===== src/bsad_pkg.sv =====
package bsad_pkg;

  // Store geometry
  localparam int MAX_ITEMS = 64;
  localparam int DATA_W    = 32;
  localparam int IDX_W     = $clog2(MAX_ITEMS);
  localparam int CNT_W     = $clog2(MAX_ITEMS + 1);

  // Configuration port
  localparam int PADDR_W = 3;
  localparam int PDATA_W = 32;

  // Register indexes (word index = paddr[2])
  localparam logic REG_DESCENDING = 1'b0;

  // Sequencer states
  localparam int ST_W = 3;
  localparam logic [ST_W-1:0] S_LOAD       = 3'd0;
  localparam logic [ST_W-1:0] S_PASS_START = 3'd1;
  localparam logic [ST_W-1:0] S_PASS_FIRST = 3'd2;
  localparam logic [ST_W-1:0] S_STEP       = 3'd3;
  localparam logic [ST_W-1:0] S_PASS_END   = 3'd4;
  localparam logic [ST_W-1:0] S_OUT_READ   = 3'd5;
  localparam logic [ST_W-1:0] S_OUT_LOAD   = 3'd6;
  localparam logic [ST_W-1:0] S_OUT_WAIT   = 3'd7;

endpackage


===== src/bsad_ram.sv =====
module bsad_ram #(
  parameter int WIDTH = 32,
  parameter int DEPTH = 64
) (
  input  logic                     clk_i,
  input  logic                     we_i,
  input  logic [$clog2(DEPTH)-1:0] waddr_i,
  input  logic [WIDTH-1:0]         wdata_i,
  input  logic [$clog2(DEPTH)-1:0] raddr_i,
  output logic [WIDTH-1:0]         rdata_o
);

  logic [WIDTH-1:0] mem_q [DEPTH];

  // Write port
  always_ff @(posedge clk_i) begin
    if (we_i) begin
      mem_q[waddr_i] <= wdata_i;
    end
  end

  // Registered read port
  always_ff @(posedge clk_i) begin
    rdata_o <= mem_q[raddr_i];
  end

endmodule


===== src/bubble_sort_asc_desc_top.sv =====
// Bubble sort block with selectable direction.
// Input channel (value_i, last_i; in_valid_i / in_ready_o): each accepted
// request stores one signed 32-bit value, one request per cycle while in_ready_o
// is high. Values past MAX_ITEMS are dropped; last_i still ends the set.
// A request with last_i set starts the sort: one shared comparator walks the
// element RAM, one compare-swap per cycle, in passes that shrink by one.
// Output channel (sorted_value_o, end_of_set_o; out_valid_o / out_ready_i):
// results leave in order, each read, registered and held until taken; the
// last one carries end_of_set_o. A stalled receiver simply holds the block.
// in_ready_o is low from the last request until the final result is taken.
// APB register 0 (descending): 0 ascending, 1 descending; write it while idle.
// Reset clears the element count, the direction and the sequencer; no
// clearing pass is needed since only entries of the current set are read.
module bubble_sort_asc_desc_top
  import bsad_pkg::*;
(
  input  logic                     clk_i,
  input  logic                     rst_ni,
  // Input channel
  input  logic                     in_valid_i,
  output logic                     in_ready_o,
  input  logic signed [DATA_W-1:0] value_i,
  input  logic                     last_i,
  // Output channel
  output logic                     out_valid_o,
  input  logic                     out_ready_i,
  output logic signed [DATA_W-1:0] sorted_value_o,
  output logic                     end_of_set_o,
  // Configuration port
  input  logic                     psel,
  input  logic                     penable,
  input  logic                     pwrite,
  input  logic [PADDR_W-1:0]       paddr,
  input  logic [PDATA_W-1:0]       pwdata,
  output logic [PDATA_W-1:0]       prdata,
  output logic                     pready
);

  logic [ST_W-1:0]   state_q, state_d;
  logic [CNT_W-1:0]  count_q, count_d;
  logic [IDX_W-1:0]  k_q, k_d;
  logic [IDX_W-1:0]  pend_q, pend_d;
  logic [DATA_W-1:0] carry_q, carry_d;
  logic              out_valid_q, out_valid_d;
  logic [DATA_W-1:0] out_value_q, out_value_d;
  logic              out_last_q, out_last_d;
  logic              desc_q;

  logic              ram_we;
  logic [IDX_W-1:0]  ram_waddr;
  logic [DATA_W-1:0] ram_wdata;
  logic [IDX_W-1:0]  ram_raddr;
  logic [DATA_W-1:0] ram_rdata;

  logic              in_acc;
  logic [CNT_W-1:0]  cnt_new;
  logic              swap;

  assign in_acc = in_valid_i && in_ready_o;

  // Element store
  bsad_ram #(
    .WIDTH(DATA_W),
    .DEPTH(MAX_ITEMS)
  ) u_ram (
    .clk_i  (clk_i),
    .we_i   (ram_we),
    .waddr_i(ram_waddr),
    .wdata_i(ram_wdata),
    .raddr_i(ram_raddr),
    .rdata_o(ram_rdata)
  );

  // Configuration register
  assign pready = 1'b1;
  assign prdata = (paddr[2] == REG_DESCENDING) ? {{(PDATA_W-1){1'b0}}, desc_q}
                                               : '0;

  always_ff @(posedge clk_i or negedge rst_ni) begin
    if (!rst_ni) begin
      desc_q <= 1'b0;
    end else if (psel && penable && pwrite && pready && (paddr[2] == REG_DESCENDING)) begin
      desc_q <= pwdata[0];
    end
  end

  // Shared comparator: move the carried element forward when it belongs later
  assign swap = desc_q ? ($signed(ram_rdata) > $signed(carry_q))
                       : ($signed(carry_q) > $signed(ram_rdata));

  // Count after the current request
  assign cnt_new = (count_q < CNT_W'(MAX_ITEMS)) ? count_q + CNT_W'(1) : count_q;

  // Sequencer
  always_comb begin
    state_d     = state_q;
    count_d     = count_q;
    k_d         = k_q;
    pend_d      = pend_q;
    carry_d     = carry_q;
    out_valid_d = out_valid_q;
    out_value_d = out_value_q;
    out_last_d  = out_last_q;
    ram_we      = 1'b0;
    ram_waddr   = count_q[IDX_W-1:0];
    ram_wdata   = value_i;
    ram_raddr   = k_q;
    in_ready_o  = 1'b0;

    unique case (state_q)
      S_LOAD: begin
        in_ready_o = 1'b1;
        if (in_acc) begin
          // Store unless full; drop otherwise
          ram_we  = (count_q < CNT_W'(MAX_ITEMS));
          count_d = cnt_new;
          if (last_i) begin
            k_d = '0;
            if (cnt_new >= CNT_W'(2)) begin
              pend_d  = IDX_W'(cnt_new - CNT_W'(1));
              state_d = S_PASS_START;
            end else if (cnt_new == CNT_W'(1)) begin
              state_d = S_OUT_READ;
            end else begin
              count_d = '0;
            end
          end
        end
      end
      S_PASS_START: begin
        ram_raddr = '0;
        state_d   = S_PASS_FIRST;
      end
      S_PASS_FIRST: begin
        // Pick up the head element, fetch its neighbor
        carry_d   = ram_rdata;
        ram_raddr = IDX_W'(1);
        k_d       = '0;
        state_d   = S_STEP;
      end
      S_STEP: begin
        ram_we    = 1'b1;
        ram_waddr = k_q;
        ram_raddr = k_q + IDX_W'(2);
        if (swap) begin
          ram_wdata = ram_rdata;
        end else begin
          ram_wdata = carry_q;
          carry_d   = ram_rdata;
        end
        if (k_q + IDX_W'(1) == pend_q) begin
          state_d = S_PASS_END;
        end else begin
          k_d = k_q + IDX_W'(1);
        end
      end
      S_PASS_END: begin
        // Drop the carried element at the pass end, start the next pass
        ram_we    = 1'b1;
        ram_waddr = pend_q;
        ram_wdata = carry_q;
        ram_raddr = '0;
        pend_d    = pend_q - IDX_W'(1);
        k_d       = '0;
        if (pend_q == IDX_W'(1)) begin
          state_d = S_OUT_READ;
        end else begin
          state_d = S_PASS_FIRST;
        end
      end
      S_OUT_READ: begin
        ram_raddr = k_q;
        state_d   = S_OUT_LOAD;
      end
      S_OUT_LOAD: begin
        out_valid_d = 1'b1;
        out_value_d = ram_rdata;
        out_last_d  = ({1'b0, k_q} == count_q - CNT_W'(1));
        state_d     = S_OUT_WAIT;
      end
      S_OUT_WAIT: begin
        // Hold the result until the receiver takes it
        if (out_ready_i) begin
          out_valid_d = 1'b0;
          if (out_last_q) begin
            count_d = '0;
            state_d = S_LOAD;
          end else begin
            k_d     = k_q + IDX_W'(1);
            state_d = S_OUT_READ;
          end
        end
      end
    endcase
  end

  always_ff @(posedge clk_i or negedge rst_ni) begin
    if (!rst_ni) begin
      state_q     <= S_LOAD;
      count_q     <= '0;
      k_q         <= '0;
      pend_q      <= '0;
      out_valid_q <= 1'b0;
    end else begin
      state_q     <= state_d;
      count_q     <= count_d;
      k_q         <= k_d;
      pend_q      <= pend_d;
      out_valid_q <= out_valid_d;
    end
  end

  // Payload registers
  always_ff @(posedge clk_i) begin
    carry_q     <= carry_d;
    out_value_q <= out_value_d;
    out_last_q  <= out_last_d;
  end

  assign out_valid_o    = out_valid_q;
  assign sorted_value_o = out_value_q;
  assign end_of_set_o   = out_last_q;

`ifndef NO_ASSERTIONS
  a_no_overlap: assert property (@(posedge clk_i) disable iff (!rst_ni)
    !(in_ready_o && out_valid_o))
    else $error("input and output active together");

  a_count_max: assert property (@(posedge clk_i) disable iff (!rst_ni)
    count_q <= CNT_W'(MAX_ITEMS))
    else $error("element count beyond store size");

  a_set_done: assert property (@(posedge clk_i) disable iff (!rst_ni)
    (out_valid_o && out_ready_i && end_of_set_o) |=> (in_ready_o && count_q == '0))
    else $error("block not idle after final result");

  a_load_write: assert property (@(posedge clk_i) disable iff (!rst_ni)
    (state_q == S_LOAD && ram_we) |-> in_valid_i)
    else $error("store written without a request");

  a_pass_bound: assert property (@(posedge clk_i) disable iff (!rst_ni)
    (state_q == S_STEP) |-> (k_q < pend_q))
    else $error("compare step past pass end");
`endif

endmodule

===== config.mk =====
export PLATFORM = sky130hd
export DESIGN_NAME = bubble_sort_asc_desc_top
export DESIGN_NICKNAME = d
export VERILOG_FILES = /design/src/bsad_pkg.sv /design/src/bsad_ram.sv /design/src/bubble_sort_asc_desc_top.sv
export SDC_FILE = /design/constraint.sdc
export NUM_CORES = 2
export LEC_CHECK = 0
export BUFFER_PORTS_ARGS = -buffer_cell sky130_fd_sc_hd__buf_2
export CAP_MARGIN = 15
export CORE_UTILIZATION = 35
export CTS_BUF_LIST = sky130_fd_sc_hd__clkbuf_8
export CTS_CLUSTER_DIAMETER = 50
export DETAILED_ROUTE_END_ITERATION = 10
export SYNTH_ARGS = -nofsm -noshare
export SYNTH_HDL_FRONTEND = slang
export SYNTH_SLANG_ARGS = --single-unit

===== constraint.sdc =====
create_clock -name clk_i -period 3.94 [get_ports clk_i]
set_clock_uncertainty 0.2 [all_clocks]
set_input_delay 0.197 -clock clk_i [delete_from_list [all_inputs] [get_ports clk_i]]
set_output_delay 0.197 -clock clk_i [all_outputs]
set_load 0.01 [all_outputs]

==> results.toml <==
[run_status]
run_status = "finished, violations left"
failing_checks = "negative setup slack"

[critical_path]
critPathCaptureType = "flop"
timing.critical_path.cells = "buf_4 -> buf_4 -> inv_1 -> a21oi_1 -> o21a_1 -> nor2_4 -> buf_12 -> o221ai_1 -> o22ai_1 -> o32a_1 -> o21ai_1"
worstPathRequired_ns = 4.72
worstSetupStartpointType = "flop"
critical_path.max_fanout = 15
worst-r2r-setup-slack_ns = -0.02
critical-path-slowest-cell = "sky130_fd_sc_hd__nor2_4"
worstReg2RegStart = "state_q[0]"
critical_path_class = "flop to flop"
critical_path_arrival_ns = 4.73
worst_path_largest_cell_delay_ns = 0.81
critical_path_most_common_cell = "sky130_fd_sc_hd__buf_4"
r2r_cells = 11
worstReg2RegEnd = "u_ram.rdata_o[25]"

[global_routing]
antenna_found_initial = 21
track_usage_pct = 23.6
gr-total-overflow = 0
maximum_number_of_pins_on_one_net_before_global_route_repair = 69
first_pass_grt_wire_length_mm = 422
grt_pass1_vias = 56274

[floorplan]
die_width_microns = 502
initial_core_utilization_pct = 35.2
row_count = 183
die_height_microns = 502
number_of_ports_placed_on_the_die_boundary = 143
placeableCoreArea_sq_mm = 0.248
die-area_sq_mm = 0.252

[placement]
buffer_ports.inserted = 77
place_congestion = 0.971
placed_cells_incl_taps = 9931
placed_cell_area_sq_mm = 0.0975
pre_cts_slack_ns = -0.282
detailed_place_hpwl_mm = 184

[power_and_ir_drop]
ir_worst_vdd_v = 0.000736
static-leakage-power_nw = 37.5
p_per_cell_area_mw_per_mm2 = 861

[clock_tree]
root_buffer = "sky130_fd_sc_hd__clkbuf_8"
number_of_buffers_inserted_during_clock_tree_synthesis = 367
cts_tree = "done"
cts_num_sinks = 2169
clock_tree.buffer_depth = 4
clkSlewWorstSetupHoldPaths_ns = 0.07
max_h_tree_level = 5
clk_latency_ns = 1.09

[synthesis]
sequential_element_share_of_the_synthesized_area_pct = 74.0
synth_area_leader_cell = "sky130_fd_sc_hd__edfxtp_1"
yosys.cell_types.count = 86
number_of_enable_flip_flop_cells_after_synthesis = 2113
synth-adder-area-share_pct = 0.587
postSynthCellCount = 6312
yosys_most_used_dff = "sky130_fd_sc_hd__edfxtp_1"
synth.mux.area_fraction_pct = 3.42
synth_simple_gate_area_share_pct = 12.8
largest_family_of_logic_cells_by_synthesized_area = "simple AND/OR/NAND/NOR gates"
synth_xor_area_share_pct = 0.280
asyncSetResetFlopFracSynth_pct = 1.11
synth_cell_area_sq_mm = 0.0875
synth_compound_area_share_pct = 6.10
synth_top_cells_by_count = "sky130_fd_sc_hd__edfxtp_1 (2,113), sky130_fd_sc_hd__nand2_1 (1,548), sky130_fd_sc_hd__nand3_1 (567)"
synth_top_area_share_pct = 72.6
ys_seq_elements = 2169
synth_most_common_cell = "sky130_fd_sc_hd__edfxtp_1"
yosys-top-cells-area = "sky130_fd_sc_hd__edfxtp_1 (73%), sky130_fd_sc_hd__nand2_1 (6.6%), sky130_fd_sc_hd__nand3_1 (3.2%)"
ys.warnings.count = 0
synthesis.area_per_instance_sq_um = 13.9

[finish]
post_route_cells_drive_above_1_share_pct = 18.2
fillCellCount = 22409
finish.net_count = 7154
syn_to_final_growth_pct = 19.8
layoutNonFillerInstCount = 10640
final_area_sq_mm = 0.105

[sta]
final.min_clock_period_ns = 3.96
fin_crit_sh_pct = 100
report.final.slew_viol_count = 0
post_route_worst_hold_slack_ns = 0.0928
postLayoutSetupSlackWorst_ns = -0.0154
slew-limit-headroom_pct = 28.4
grt_setup_unrepaired = "yes"
worstMarginPinSlew_ns = 1.07
fmax_mhz = 253
setup_tns_ns = -0.0154
hold_viol = 0
setup-violations-final = 1

[routing]
met2WireLength_mm = 135
route.vias.total = 59696
drt-vias-per-instance = 5.61
ant_nets = 0
firstDrtPassIters = 6
highest-signal-layer = "met5"
wl_met3_mm = 35.8
remaining_routing_drc_violations = 0
detail_route.wirelength.met1_mm = 116
wl_per_cell_microns = 28.5
wirelength_mm = 303
detailedRoute.firstIterationViolations = 8512

[worst_hold_path]
worstHoldPathType = "input port to flop"
hold_path_cells = 4
hold_path_end = "count_q[1]"
holdCritStartpoint = "in_valid_i"

[job]
timing.max_cap.violations = 0
[worst max-delay path: cells and delay by family (launching register included)]
family	cells	cell delay, ns
buffers and inverters	4	0.72
AOI/OAI and AO/OA	6	1.67
DFF	1	0.44
and+or+nand+nor	1	0.81
[timing repair]
action                      CTS  global route
buffers inserted              4            16
resized for setup            13            23
hold endpoints to repair   2091             0
pin swaps                     2             7
setup endpoints to repair  2051          1347
hold buffers                 48             0
[per-layer routing]
metal	vias to the layer above	GRT usage, %
met5	-	0
met4	14	11.0
met3	673	5.82
met2	3874	36.1
met1	29899	31.5
li1	25236	-
[registers in the layout (all words and copies together), names as in the netlist, 3 cells and up]
signal and count:
k_q 6, pend_q 6, u_ram.mem_q 2048, count_q 7, sorted_value_o 32, u_ram.rdata_o 32
carry_q 32, state_q 3
[per-stage QoR]
stage | power, mW | util [%]
after global placement | 70.6 | 39.3
after global routing | 93.3 | 42.2
after floorplan | 53.1 | -
after detailed placement | 71.2 | 39.3
final | 90.2 | 42.2
after CTS | 89.4 | 42.1
[kinds of logic (layout without fill, tap and decap cells)]
group	Yosys count	in the layout
other	2	41
adder cells (fa/ha/maj)	41	41
flip-flops	2169	2169
XOR/XNOR	28	28
AO/OA/AOI/OAI	736	736
multiplexers	287	287
buffers and inverters	485	1444
AND/OR/NAND/NOR	2564	2564
[layout by cell type (no fill, tap or decap), drive strengths merged, types with 12 or more instances in the layout]
cell,count
edfxtp,2113
nand2,1549
buf,713
nand3,568
clkbuf,381
mux2i,273
inv,177
and3,141
nor2,139
a31oi,128
a21oi,119
clkinv,116
o221ai,85
a311oi,69
o21ai,68
nand4,48
dlygate4sd3,47
o22ai,45
nor3,42
ha,41
a32oi,37
a221o,33
conb,32
dfxtp,32
dfrtp,24
a21o,16
xor2,15
a221oi,15
xnor2,13
or3,13
a211oi,12
[report_power, final]
part           leakage [nW]  internal (mW)  switching [mW]  total (mW)
Clock                  3.78           9.27            9.01        18.3
Combinational          14.0           12.5            26.2        38.8
Sequential             19.7           32.5           0.714        33.2
[how the worst max path moves through the flow]
stage / from / endpoint / depth (start not counted)
after floorplan: state_q[0] / u_ram.mem_q[42][0] / 12
after global placement: u_ram.rdata_o[21] / u_ram.mem_q[2][16] / 12
after detailed placement: state_q[1] / u_ram.rdata_o[4] / 11
after CTS: state_q[2] / u_ram.rdata_o[30] / 13
after global routing: state_q[0] / u_ram.mem_q[26][27] / 11
final: state_q[0] / u_ram.rdata_o[25] / 11
[final cells by class]
| cell class | count | area, sq um | area share [%] |
|---|---|---|---|
| clock inverters | 252 | 1190 | 1.13 |
| repair buffers | 761 | 8070 | 7.70 |
| clock buffers | 380 | 5230 | 4.99 |
| flip-flops and latches | 2169 | 64700 | 61.8 |
| well taps | 3330 | 4170 | 3.98 |
| diodes | 9 | 22.5 | 0.0215 |
| multi-input cells | 3688 | 21200 | 20.2 |
| inverters | 51 | 191 | 0.183 |
No activity file was read; power rests on OpenSTA's default activity.
